--- config.mk ---
export PLATFORM = sky130hd
export DESIGN_NAME = rgb_to_hsv_converter
export DESIGN_NICKNAME = d
export VERILOG_FILES = /design/src/hdl/rhc_pkg.sv /design/src/hdl/rgb_to_hsv_converter.sv /design/src/hdl/rhc_divider.sv
export SDC_FILE = /design/constraint.sdc
export NUM_CORES = 1
export LEC_CHECK = 0
export BUFFER_PORTS_ARGS = -buffer_cell sky130_fd_sc_hd__buf_2
export CAP_MARGIN = 40
export CELL_PAD_IN_SITES_DETAIL_PLACEMENT = 0
export CELL_PAD_IN_SITES_GLOBAL_PLACEMENT = 1
export CORE_ASPECT_RATIO = 1.25
export CORE_UTILIZATION = 46
export DETAILED_ROUTE_END_ITERATION = 8
export PLACE_DENSITY = 0.74
export SYNTH_ARGS = -nofsm -noshare
export SYNTH_HDL_FRONTEND = slang
export SYNTH_SLANG_ARGS = --single-unit
export TNS_END_PERCENT = 1
--- constraint.sdc ---
create_clock -name aclk -period 20.1 [get_ports aclk]
set_input_delay 2.01 -clock aclk [delete_from_list [all_inputs] [get_ports aclk]]
set_output_delay 2.01 -clock aclk [all_outputs]
set_load 0.05 [all_outputs]
--- src/hdl/rhc_pkg.sv ---
// Shared types and constants for the RGB to HSV converter.
// Depends on nothing; every other file in hdl/ refers to it by scoped names.
`default_nettype none

package rhc_pkg;

    localparam int CHANNEL_BITS    = 8;
    localparam int HUE_BITS        = 16;
    // Hue numerator and divisor are below 6 * 2^CHANNEL_BITS.
    localparam int NUM_BITS        = CHANNEL_BITS + 3;
    // Quotient bits resolved by each divider stage.
    localparam int STEPS_PER_STAGE = 2;
    localparam int DIV_STEPS       = (HUE_BITS > CHANNEL_BITS) ? HUE_BITS : CHANNEL_BITS;
    localparam int DIV_STAGES      = (DIV_STEPS + STEPS_PER_STAGE - 1) / STEPS_PER_STAGE;

    typedef logic [CHANNEL_BITS-1:0] chan_t;
    typedef logic [HUE_BITS-1:0]     hue_t;
    typedef logic [NUM_BITS-1:0]     num_t;

    typedef struct packed {
        chan_t red_in;
        chan_t green_in;
        chan_t blue_in;
    } pixel_t;

    typedef struct packed {
        hue_t  hue_out;
        chan_t sat_out;
        chan_t val_out;
    } hsv_t;

    // State of both long divisions for one pixel as it moves down the divider.
    typedef struct packed {
        num_t  hue_rem;
        num_t  hue_div;
        hue_t  hue_q;
        chan_t sat_rem;
        chan_t sat_low;
        chan_t sat_q;
        chan_t val;
        logic  gray;
    } div_lane_t;

endpackage

`default_nettype wire

--- src/hdl/rgb_to_hsv_converter.sv ---
// An accepted input word reaches m_data as its result word through two front stages,
// DIV_STAGES = 8 divider stages of two quotient bits each, and one output register.
// Throughput: one word per cycle while the output skid entry is empty.
// s_ready comes from a register: it drops only while the output skid buffer is full.
// Reset (aresetn low, synchronous) clears all valid flags; data registers keep junk.
// Top level of the RGB to HSV converter; depends on rhc_pkg and rhc_divider.
`default_nettype none

module rgb_to_hsv_converter (
    input  wire logic          aclk,
    input  wire logic          aresetn,
    input  wire logic          s_valid,
    output logic               s_ready,
    input  wire rhc_pkg::pixel_t s_data,
    output logic               m_valid,
    input  wire logic          m_ready,
    output rhc_pkg::hsv_t      m_data
);

    // Which color sector the hue numerator comes from. Ties go to blue, then green.
    typedef enum logic [1:0] {
        SECT_RED_UP,    // red is max and green >= blue
        SECT_RED_DOWN,  // red is max and blue > green, wraps by a full turn
        SECT_GREEN,
        SECT_BLUE
    } hue_sect_t;

    typedef struct packed {
        rhc_pkg::chan_t red;
        rhc_pkg::chan_t green;
        rhc_pkg::chan_t blue;
        rhc_pkg::chan_t hi;
        rhc_pkg::chan_t lo;
        hue_sect_t      sect;
    } front_t;

    // The whole pipeline moves together; it stops only when the skid buffer is full.
    logic enable;

    // Stage A: max, min and sector of the incoming pixel.
    front_t a_next;
    front_t a_reg;
    logic   a_vld_reg;

    // Stage B: spread, hue numerator and divisor, saturation dividend.
    rhc_pkg::div_lane_t b_next;
    rhc_pkg::div_lane_t b_reg;
    logic               b_vld_reg;

    rhc_pkg::div_lane_t div_lane;
    logic               div_vld;
    rhc_pkg::hsv_t      result;

    // Output register plus one skid entry.
    rhc_pkg::hsv_t out_reg;
    logic          out_vld_reg;
    rhc_pkg::hsv_t skid_reg;
    logic          skid_vld_reg;

    assign enable  = !skid_vld_reg;
    assign s_ready = enable;

    always_comb begin
        logic blue_top;
        logic green_top;
        rhc_pkg::chan_t r;
        rhc_pkg::chan_t g;
        rhc_pkg::chan_t b;
        r = s_data.red_in;
        g = s_data.green_in;
        b = s_data.blue_in;
        blue_top  = (b >= r) && (b >= g);
        green_top = (g >= r) && (g >= b);
        a_next.red   = r;
        a_next.green = g;
        a_next.blue  = b;
        a_next.hi    = (r >= g) ? ((r >= b) ? r : b) : ((g >= b) ? g : b);
        a_next.lo    = (r <= g) ? ((r <= b) ? r : b) : ((g <= b) ? g : b);
        if (blue_top) begin
            a_next.sect = SECT_BLUE;
        end else if (green_top) begin
            a_next.sect = SECT_GREEN;
        end else if (g >= b) begin
            a_next.sect = SECT_RED_UP;
        end else begin
            a_next.sect = SECT_RED_DOWN;
        end
    end

    always_comb begin
        rhc_pkg::chan_t d;
        rhc_pkg::num_t  d_w;
        rhc_pkg::num_t  r_w;
        rhc_pkg::num_t  g_w;
        rhc_pkg::num_t  b_w;
        rhc_pkg::num_t  num;
        logic [2*rhc_pkg::CHANNEL_BITS-1:0] sat_num;
        d   = a_reg.hi - a_reg.lo;
        d_w = rhc_pkg::NUM_BITS'(d);
        r_w = rhc_pkg::NUM_BITS'(a_reg.red);
        g_w = rhc_pkg::NUM_BITS'(a_reg.green);
        b_w = rhc_pkg::NUM_BITS'(a_reg.blue);
        // All sums stay below six times the spread, so modular width is enough.
        unique case (a_reg.sect)
            SECT_BLUE:     num = (d_w << 2) + r_w - g_w;
            SECT_GREEN:    num = (d_w << 1) + b_w - r_w;
            SECT_RED_UP:   num = g_w - b_w;
            SECT_RED_DOWN: num = (d_w << 2) + (d_w << 1) + g_w - b_w;
            default:       num = '0;
        endcase
        // Full scale times spread, as spread shifted up minus spread.
        sat_num = {d, {rhc_pkg::CHANNEL_BITS{1'b0}}}
                  - (2*rhc_pkg::CHANNEL_BITS)'(d);
        b_next.hue_rem = num;
        b_next.hue_div = (d_w << 2) + (d_w << 1);
        b_next.hue_q   = '0;
        // The upper half is below max, so it can seed the remainder directly.
        b_next.sat_rem = sat_num[2*rhc_pkg::CHANNEL_BITS-1:rhc_pkg::CHANNEL_BITS];
        b_next.sat_low = sat_num[rhc_pkg::CHANNEL_BITS-1:0];
        b_next.sat_q   = '0;
        b_next.val     = a_reg.hi;
        b_next.gray    = (d == '0);
    end

    always_ff @(posedge aclk) begin
        if (enable) begin
            a_reg <= a_next;
            b_reg <= b_next;
        end
    end

    always_ff @(posedge aclk) begin
        if (!aresetn) begin
            a_vld_reg <= 1'b0;
            b_vld_reg <= 1'b0;
        end else if (enable) begin
            a_vld_reg <= s_valid;
            b_vld_reg <= a_vld_reg;
        end
    end

    rhc_divider u_divider (
        .aclk      (aclk),
        .aresetn   (aresetn),
        .enable    (enable),
        .in_valid  (b_vld_reg),
        .in_lane   (b_reg),
        .out_valid (div_vld),
        .out_lane  (div_lane)
    );

    // A gray pixel divides by zero and a black pixel by a zero max; both are forced to 0.
    always_comb begin
        result.hue_out = div_lane.gray ? '0 : div_lane.hue_q;
        result.sat_out = (div_lane.val == '0) ? '0 : div_lane.sat_q;
        result.val_out = div_lane.val;
    end

    // When the output word is stalled, a word leaving the divider parks in the skid
    // entry, and the pipeline stops on the next cycle.
    always_ff @(posedge aclk) begin
        if (!aresetn) begin
            out_vld_reg  <= 1'b0;
            skid_vld_reg <= 1'b0;
        end else if (skid_vld_reg) begin
            if (m_ready) begin
                out_vld_reg  <= 1'b1;
                skid_vld_reg <= 1'b0;
            end
        end else if (!out_vld_reg || m_ready) begin
            out_vld_reg <= div_vld;
        end else if (div_vld) begin
            skid_vld_reg <= 1'b1;
        end
    end

    always_ff @(posedge aclk) begin
        if (skid_vld_reg) begin
            if (m_ready) begin
                out_reg <= skid_reg;
            end
        end else if (!out_vld_reg || m_ready) begin
            out_reg <= result;
        end else begin
            skid_reg <= result;
        end
    end

    assign m_valid = out_vld_reg;
    assign m_data  = out_reg;

`ifndef SYNTHESIS
    // A parked word always has a word in front of it.
    a_skid_behind_out: assert property (@(posedge aclk) disable iff (!aresetn)
        skid_vld_reg |-> out_vld_reg)
        else $error("skid entry full while output register empty");

    // Zero saturation means a gray pixel, which has zero hue.
    a_gray_hue: assert property (@(posedge aclk) disable iff (!aresetn)
        (m_valid && (m_data.sat_out == '0)) |-> (m_data.hue_out == '0))
        else $error("nonzero hue on a pixel with zero saturation");

    // A black pixel has zero saturation.
    a_black_sat: assert property (@(posedge aclk) disable iff (!aresetn)
        (m_valid && (m_data.val_out == '0)) |-> (m_data.sat_out == '0))
        else $error("nonzero saturation on a black pixel");

    // Saturation can only be full scale when min is zero, so the value is never zero then.
    a_full_sat: assert property (@(posedge aclk) disable iff (!aresetn)
        (m_valid && (m_data.sat_out == '1)) |-> (m_data.val_out != '0))
        else $error("full saturation reported with zero value");
`endif

endmodule

`default_nettype wire

--- src/hdl/rhc_divider.sv ---
// Pipelined restoring divider for hue and saturation, a fixed number of
// quotient bits per stage. Depends on rhc_pkg.
`default_nettype none

module rhc_divider (
    input  wire logic              aclk,
    input  wire logic              aresetn,
    input  wire logic              enable,
    input  wire logic              in_valid,
    input  wire rhc_pkg::div_lane_t in_lane,
    output logic                   out_valid,
    output rhc_pkg::div_lane_t     out_lane
);

    logic [rhc_pkg::DIV_STAGES-1:0] vld_reg;
    rhc_pkg::div_lane_t             lane_reg [rhc_pkg::DIV_STAGES];

    genvar k;
    generate
        for (k = 0; k < rhc_pkg::DIV_STAGES; k++) begin : g_stage
            rhc_pkg::div_lane_t lane_cur;
            rhc_pkg::div_lane_t lane_next;

            if (k == 0) begin : g_first
                assign lane_cur = in_lane;
            end else begin : g_rest
                assign lane_cur = lane_reg[k-1];
            end

            always_comb begin
                logic [rhc_pkg::NUM_BITS:0]     hue_trial;
                logic [rhc_pkg::CHANNEL_BITS:0] sat_trial;
                lane_next = lane_cur;
                hue_trial = '0;
                sat_trial = '0;
                for (int j = 0; j < rhc_pkg::STEPS_PER_STAGE; j++) begin
                    // Hue: the remainder starts at the numerator and zeros shift in.
                    if (k * rhc_pkg::STEPS_PER_STAGE + j < rhc_pkg::HUE_BITS) begin
                        hue_trial = {lane_next.hue_rem, 1'b0};
                        if (hue_trial >= {1'b0, lane_next.hue_div}) begin
                            lane_next.hue_rem = rhc_pkg::NUM_BITS'(
                                hue_trial - {1'b0, lane_next.hue_div});
                            lane_next.hue_q = {lane_next.hue_q[rhc_pkg::HUE_BITS-2:0], 1'b1};
                        end else begin
                            lane_next.hue_rem = hue_trial[rhc_pkg::NUM_BITS-1:0];
                            lane_next.hue_q = {lane_next.hue_q[rhc_pkg::HUE_BITS-2:0], 1'b0};
                        end
                    end
                    // Saturation: the low half of the dividend shifts into the remainder.
                    if (k * rhc_pkg::STEPS_PER_STAGE + j < rhc_pkg::CHANNEL_BITS) begin
                        sat_trial = {lane_next.sat_rem,
                                     lane_next.sat_low[rhc_pkg::CHANNEL_BITS-1]};
                        lane_next.sat_low = {lane_next.sat_low[rhc_pkg::CHANNEL_BITS-2:0],
                                             1'b0};
                        if (sat_trial >= {1'b0, lane_next.val}) begin
                            lane_next.sat_rem = rhc_pkg::CHANNEL_BITS'(
                                sat_trial - {1'b0, lane_next.val});
                            lane_next.sat_q = {lane_next.sat_q[rhc_pkg::CHANNEL_BITS-2:0],
                                               1'b1};
                        end else begin
                            lane_next.sat_rem = sat_trial[rhc_pkg::CHANNEL_BITS-1:0];
                            lane_next.sat_q = {lane_next.sat_q[rhc_pkg::CHANNEL_BITS-2:0],
                                               1'b0};
                        end
                    end
                end
            end

            always_ff @(posedge aclk) begin
                if (enable) begin
                    lane_reg[k] <= lane_next;
                end
            end
        end
    endgenerate

    always_ff @(posedge aclk) begin
        if (!aresetn) begin
            vld_reg <= '0;
        end else if (enable) begin
            vld_reg <= {vld_reg[rhc_pkg::DIV_STAGES-2:0], in_valid};
        end
    end

    assign out_valid = vld_reg[rhc_pkg::DIV_STAGES-1];
    assign out_lane  = lane_reg[rhc_pkg::DIV_STAGES-1];

endmodule

`default_nettype wire
# [Word-level counts from Yosys, hierarchy flattened]
# Memories as Yosys holds them, arrays and structs flattened.
# Cells that the tools add are included.
[totals] register_bits=165 mem_bits_rw=568 inputBits=28 word_cells=180 memories=1
[memory_table] memory="u_divider.lane_reg" depth=8 word_bits=71 rd=8 rd_clocked_by_memory_dff=0 write_ports=8 line_no="rhc_divider.sv:16" rtl="rhc_pkg::div_lane_t lane_reg [rhc_pkg::DIV_STAGES];"
[op_classes] addsub=34 magnitude_cmp=33 n_eq_ne=4 mux=70 bitwise=2 n_reduce_logical=12
[ops] operator="$ge 12x11->1" count=16
[ops] operator="$mux 11" count=16
[ops] operator="$sub 11x11->11" count=16
[ops] operator="$mux 8" count=15
[ops] operator="$mux 32" count=3
[ops] operator="$ge 9x8->1" count=8
[ops] operator="$sub 8x8->8" count=9
[ops] operator="$ge 8x8->1" count=6
[ops] operator="$pmux 11 s4" count=1
[ops] operator="$mux 1" count=34
[ops] operator="$le 8x8->1" count=3
[ops] operator="$sub 11x8->11" count=2
[ops] operator="$logic_not 8->1" count=2
[ops] operator="$mux 16" count=1
[ops] operator="$sub 16x8->16" count=1
[ops] operator="$add 10x8->11" count=1
[ops] operator="$add 10x9->11" count=1
[ops] operator="$add 11x8->11" count=1
[ops] operator="$sub 10x8->11" count=1
[ops] operator="$add 9x8->10" count=1
[ops] operator="$sub 8x8->9" count=1
[ops] operator="$eq 2x2->1 const B" count=2
[ops] operator="$reduce_and 2->1" count=2
[ops] operator="$eq 2x1->1 const B" count=1
[ops] operator="8 further kinds" count=11

# [Depth between registers and ports, before layout]
[logic_depth] ltp_word=5 ltp_mapped=23 mapped_depth_nobuf=22

# [By module]
# A second synthesis with hierarchy kept.
[hier_totals] cells_unflattened=3093 area_unflattened_um2=36929.2
[by_module_without_submodules] module="rhc_divider" n_inst=1 cells_per_inst=2315 area_per_inst_um2=27518.9 seq_area_each_um2=13613.1
[by_module_without_submodules] module="rgb_to_hsv_converter" n_inst=1 cells_per_inst=778 area_per_inst_um2=9410.3 seq_area_each_um2=4584.4

# [Least setup slack after synthesis]
# No wires, ideal clock.
[synth_timing] path_type="register to output" from="register skid_vld_reg" to="output port s_ready" arrival_ps=13339 required_ps=18090 setup_slack_ps=4751 path_stages_with_launch=4 n_path_buf=2 path_cell_list="dfxtp_1 > clkbuf_1 > clkinv_1 > buf_1"
[synth_via] elab_chain_cells=1
[synth_lines] element="from (decl)" line_no="rgb_to_hsv_converter.sv:58" rtl="logic skid_vld_reg;"
[synth_lines] element="from (signal assigned)" line_no="rgb_to_hsv_converter.sv:164" rtl="skid_vld_reg <= 1'b0;"
[synth_lines] element="from (signal assigned)" line_no="rgb_to_hsv_converter.sv:168" rtl="skid_vld_reg <= 1'b0;"
[synth_lines] element="from (signal assigned)" line_no="rgb_to_hsv_converter.sv:173" rtl="skid_vld_reg <= 1'b1;"
[synth_lines] element="$logic_not 1->1" line_no="rgb_to_hsv_converter.sv:60" rtl="assign enable = !skid_vld_reg;"
[synth_lines] element="to (decl)" line_no="rgb_to_hsv_converter.sv:13" rtl="output logic s_ready,"
# Every way passes these cells.

==> summary.txt <==
Synthesis
  – Post-synth EDFFs: 516
  – Portion of the post-synthesis area used by sequential elements: 49.7%
  – Post-synthesis net count: 3028
  – Fraction of synthesis flops using an asynchronous set or reset pin: 0%
  – Cells after synthesis: 2656
  – Yosys cell types: 90
  – Total standard cell area after synthesis: about 0.032 mm2
  – Synthesized area divided by synthesized cell count: approximately 12 um2
  – Yosys Warn Count: 0
  – Register bit count reported by yosys: 528
  – Primary flip-flop cell chosen by synthesis mapping: sky130_fd_sc_hd__edfxtp_1

Setup path
  – Endpoint arrival time on the critical path: a little under 6 ns
  – Type of the worst setup path: register to register
  – Register-to-register setup slack: around 14 ns
  – Worst-path fanout max: 10
  – Data required time of the critical path: slightly above 20 ns
  – Setup crit end kind: register
  – CP Launch Type: register

Final layout
  – Final instance count without filler cells: 3673
  – Number of flip-flops under the largest register name: 366
  – Most used cells in the layout excluding fill and tap cells: 516 x sky130_fd_sc_hd__edfxtp_1, 302 x sky130_fd_sc_hd__ha_1, 292 x sky130_fd_sc_hd__inv_1
  – Diode count: 0
  – Net total in the final layout: 3127
  – Total of fill cells in the finished design: around 5900
  – Final cell utilization of the core: 51.3%
  – Area growth from synthesis to layout: 10.5%
  – Fraction of layout instances using a drive strength above 1: a little under an eighth
  – Most common library cell in the layout ignoring fill and taps: sky130_fd_sc_hd__edfxtp_1

Placed design
  – Count of buffers inserted at the top-level ports: 61
  – Global placer's final weighted congestion: 0.868
  – Detailed-placement wirelength estimate: 48800 um
  – Post-Place Cells: 3570
  – Post-place setup slack: 14.49 ns

Floorplan
  – Die footprint: around 0.070 mm2
  – Floorplan die width: between 200 and 250 um
  – I/O pin cnt: between 60 and 70
  – Starting density of the core: ~46%
  – Floorplan die height: 295 um
  – Core Area: ~0.07 mm2
  – Std-Cell Rows: 107

Flow run
  – Number of maximum-capacitance violations: 0

Detailed routing
  – Post-DR wirelength/cell: 17.2 um
  – Antenna violation net count after detailed routing: 0
  – Wire length after detailed routing: 63100 um
  – DR DRC count: 0
  – Vias per cell: 5.39
  – Iteration count of the initial detailed-routing pass: 5
  – Iteration-0 DRC count of the detailed router: about 820
  – Number of vias after detailed routing: 19800

CTS
  – Source-to-sink clock delay at the later pin of the worst-skew pair: 0.62 ns
  – Cts hold-fix bufs: 0
  – Clock Root Buffer: sky130_fd_sc_hd__clkbuf_16
  – Number of buffers added by the clock tree synthesis step: 55
  – Number of clock sinks: 528
  – H-tree levels: 2
  – Post-CTS Setup Bufs: 0
  – CTS clk-pin slew, worst paths: roughly 0.060 ns
  – Post-cts repair resize count: 0
  – TritonCTS clock tree: yes
  – Buffers from clock root to sink, at most: 3

Global route
  – Number of antenna violations at the first check in global routing: 0
  – Maximum number of pins on one net before global-route repair: around 190
  – Remaining global-route overflow: 0
  – Vias in the first global route: ~21000
  – Wire length of the first global-routing pass: between 100000 and 150000 um
  – Total routing resource utilization after global routing: 18.2%

STA
  – Actual transition at the worst max-transition pin: 0.934 ns
  – Maximum frequency from static timing analysis: 0.178 GHz
  – Accumulated negative setup slack: 0 ns
  – Period Utilization, post-route: between 20 and 30%
  – Final period demand of the worst path: 5.63 ns
  – Final Worst Setup Slack: 14.47 ns
  – Worst rel slew slack: 37.7%
  – Final setup violation count: 0
  – RSZ-0062 raised after global routing: false
  – Setup Skew: 0.0371 ns
  – Pins Over Slew Limit: 0
  – Fin. Hold Viols: 0

Status
  – Outcome: completed

Worst hold path
  – HP Class: register to register
-- stage by stage --
| step | hold slack, ns | cell area [um2] |
|---|---|---|
| floorplan | 0.400 | 31700 |
| global placement | 0.401 | 33000 |
| detailed placement | 0.405 | 33100 |
| CTS | 0.417 | 35000 |
| global route | 0.419 | 35000 |
| finish | 0.416 | 35000 |
-- path summary, 6_finish.rpt --
path | from | end | cells past startpoint
hold reg to reg | u_divider.lane_reg[1][180] | u_divider.lane_reg[1][253] | 0
hold / removal | u_divider.lane_reg[1][180] | u_divider.lane_reg[1][253] | 0
setup reg to reg | b_reg[18] | u_divider.lane_reg[0][69] | 22
setup / recovery | b_reg[18] | u_divider.lane_reg[0][69] | 22
-- area by class of cell --
type | instances | area, um2 | area share, %
Clock inverter | 38 | 487 | 1.39
Tap cell | 872 | 1090 | 3.12
Multi-Input combinational cell | 1795 | 14700 | 41.9
Sequential cell | 528 | 15700 | 45.0
Clock buffer | 65 | 1430 | 4.10
Inverter | 302 | 1140 | 3.27
Timing Repair Buffer | 73 | 428 | 1.22
-- cell usage after synthesis, types with 27 or more instances --
master	count	area share [%]
sky130_fd_sc_hd__a21o_1	73	1.7
sky130_fd_sc_hd__a21oi_1	140	2.2
sky130_fd_sc_hd__edfxtp_1	516	49
sky130_fd_sc_hd__fa_1	42	2.7
sky130_fd_sc_hd__ha_1	302	12
sky130_fd_sc_hd__inv_1	292	3.5
sky130_fd_sc_hd__mux2_1	51	1.8
sky130_fd_sc_hd__mux2_2	105	3.7
sky130_fd_sc_hd__mux2i_1	27	0.85
sky130_fd_sc_hd__nand2_1	92	1.1
sky130_fd_sc_hd__nand2b_1	44	0.87
sky130_fd_sc_hd__nand4_1	39	0.77
sky130_fd_sc_hd__nor2_1	174	2.1
sky130_fd_sc_hd__nor2b_1	85	1.7
sky130_fd_sc_hd__nor3_1	41	0.65
sky130_fd_sc_hd__o21ai_0	84	1.3
sky130_fd_sc_hd__o21ai_1	37	0.58
sky130_fd_sc_hd__xnor2_1	124	3.4
sky130_fd_sc_hd__xor2_1	51	1.4
-- cells by family (layout without fill, tap and decap cells) --
logic type      Yosys count  count (layout)  synth area share [%]
simple gates            571             571                  9.06
flops                   528             528                  49.7
compound gates          510             510                  10.7
fa+ha+maj               344             344                  14.6
buf+inv                 333             478                  4.04
mux                     192             192                  6.92
xor+xnor                178             178                  4.99
-- critical path, cell delays in order (launching register included) --
cell	delay, ns
sky130_fd_sc_hd__edfxtp_1	0.43
sky130_fd_sc_hd__inv_1	0.15
sky130_fd_sc_hd__ha_1	0.26
sky130_fd_sc_hd__nor2b_1	0.14
sky130_fd_sc_hd__o21ai_1	0.15
sky130_fd_sc_hd__a21oi_1	0.11
sky130_fd_sc_hd__nor4_1	0.35
sky130_fd_sc_hd__o41ai_2	0.17
sky130_fd_sc_hd__o21ai_1	0.19
sky130_fd_sc_hd__nor2b_1	0.74
sky130_fd_sc_hd__mux2_2	0.34
sky130_fd_sc_hd__inv_1	0.05
sky130_fd_sc_hd__ha_1	0.28
sky130_fd_sc_hd__nor2b_1	0.13
sky130_fd_sc_hd__o21ai_0	0.10
sky130_fd_sc_hd__a21boi_0	0.25
sky130_fd_sc_hd__o21ai_1	0.13
sky130_fd_sc_hd__a211oi_1	0.31
sky130_fd_sc_hd__o21a_1	0.18
sky130_fd_sc_hd__o21ai_1	0.08
sky130_fd_sc_hd__o211ai_1	0.22
sky130_fd_sc_hd__buf_4	0.25
sky130_fd_sc_hd__mux2_2	0.34
-- routing by layer --
metal | part of all wire [%] | GRT usage (%) | routed length, um
met2 | 54 | 35.8 | 34300
met4 | 2.7 | 5.81 | 1730
met1 | 40 | 19.8 | 25200
met5 | 0 | 0 | 0
met3 | 2.9 | 2.55 | 1860
Power is left out: the tool's default activity adds up to more than one toggle a clock period on the data nets, which glitch-free logic cannot reach.
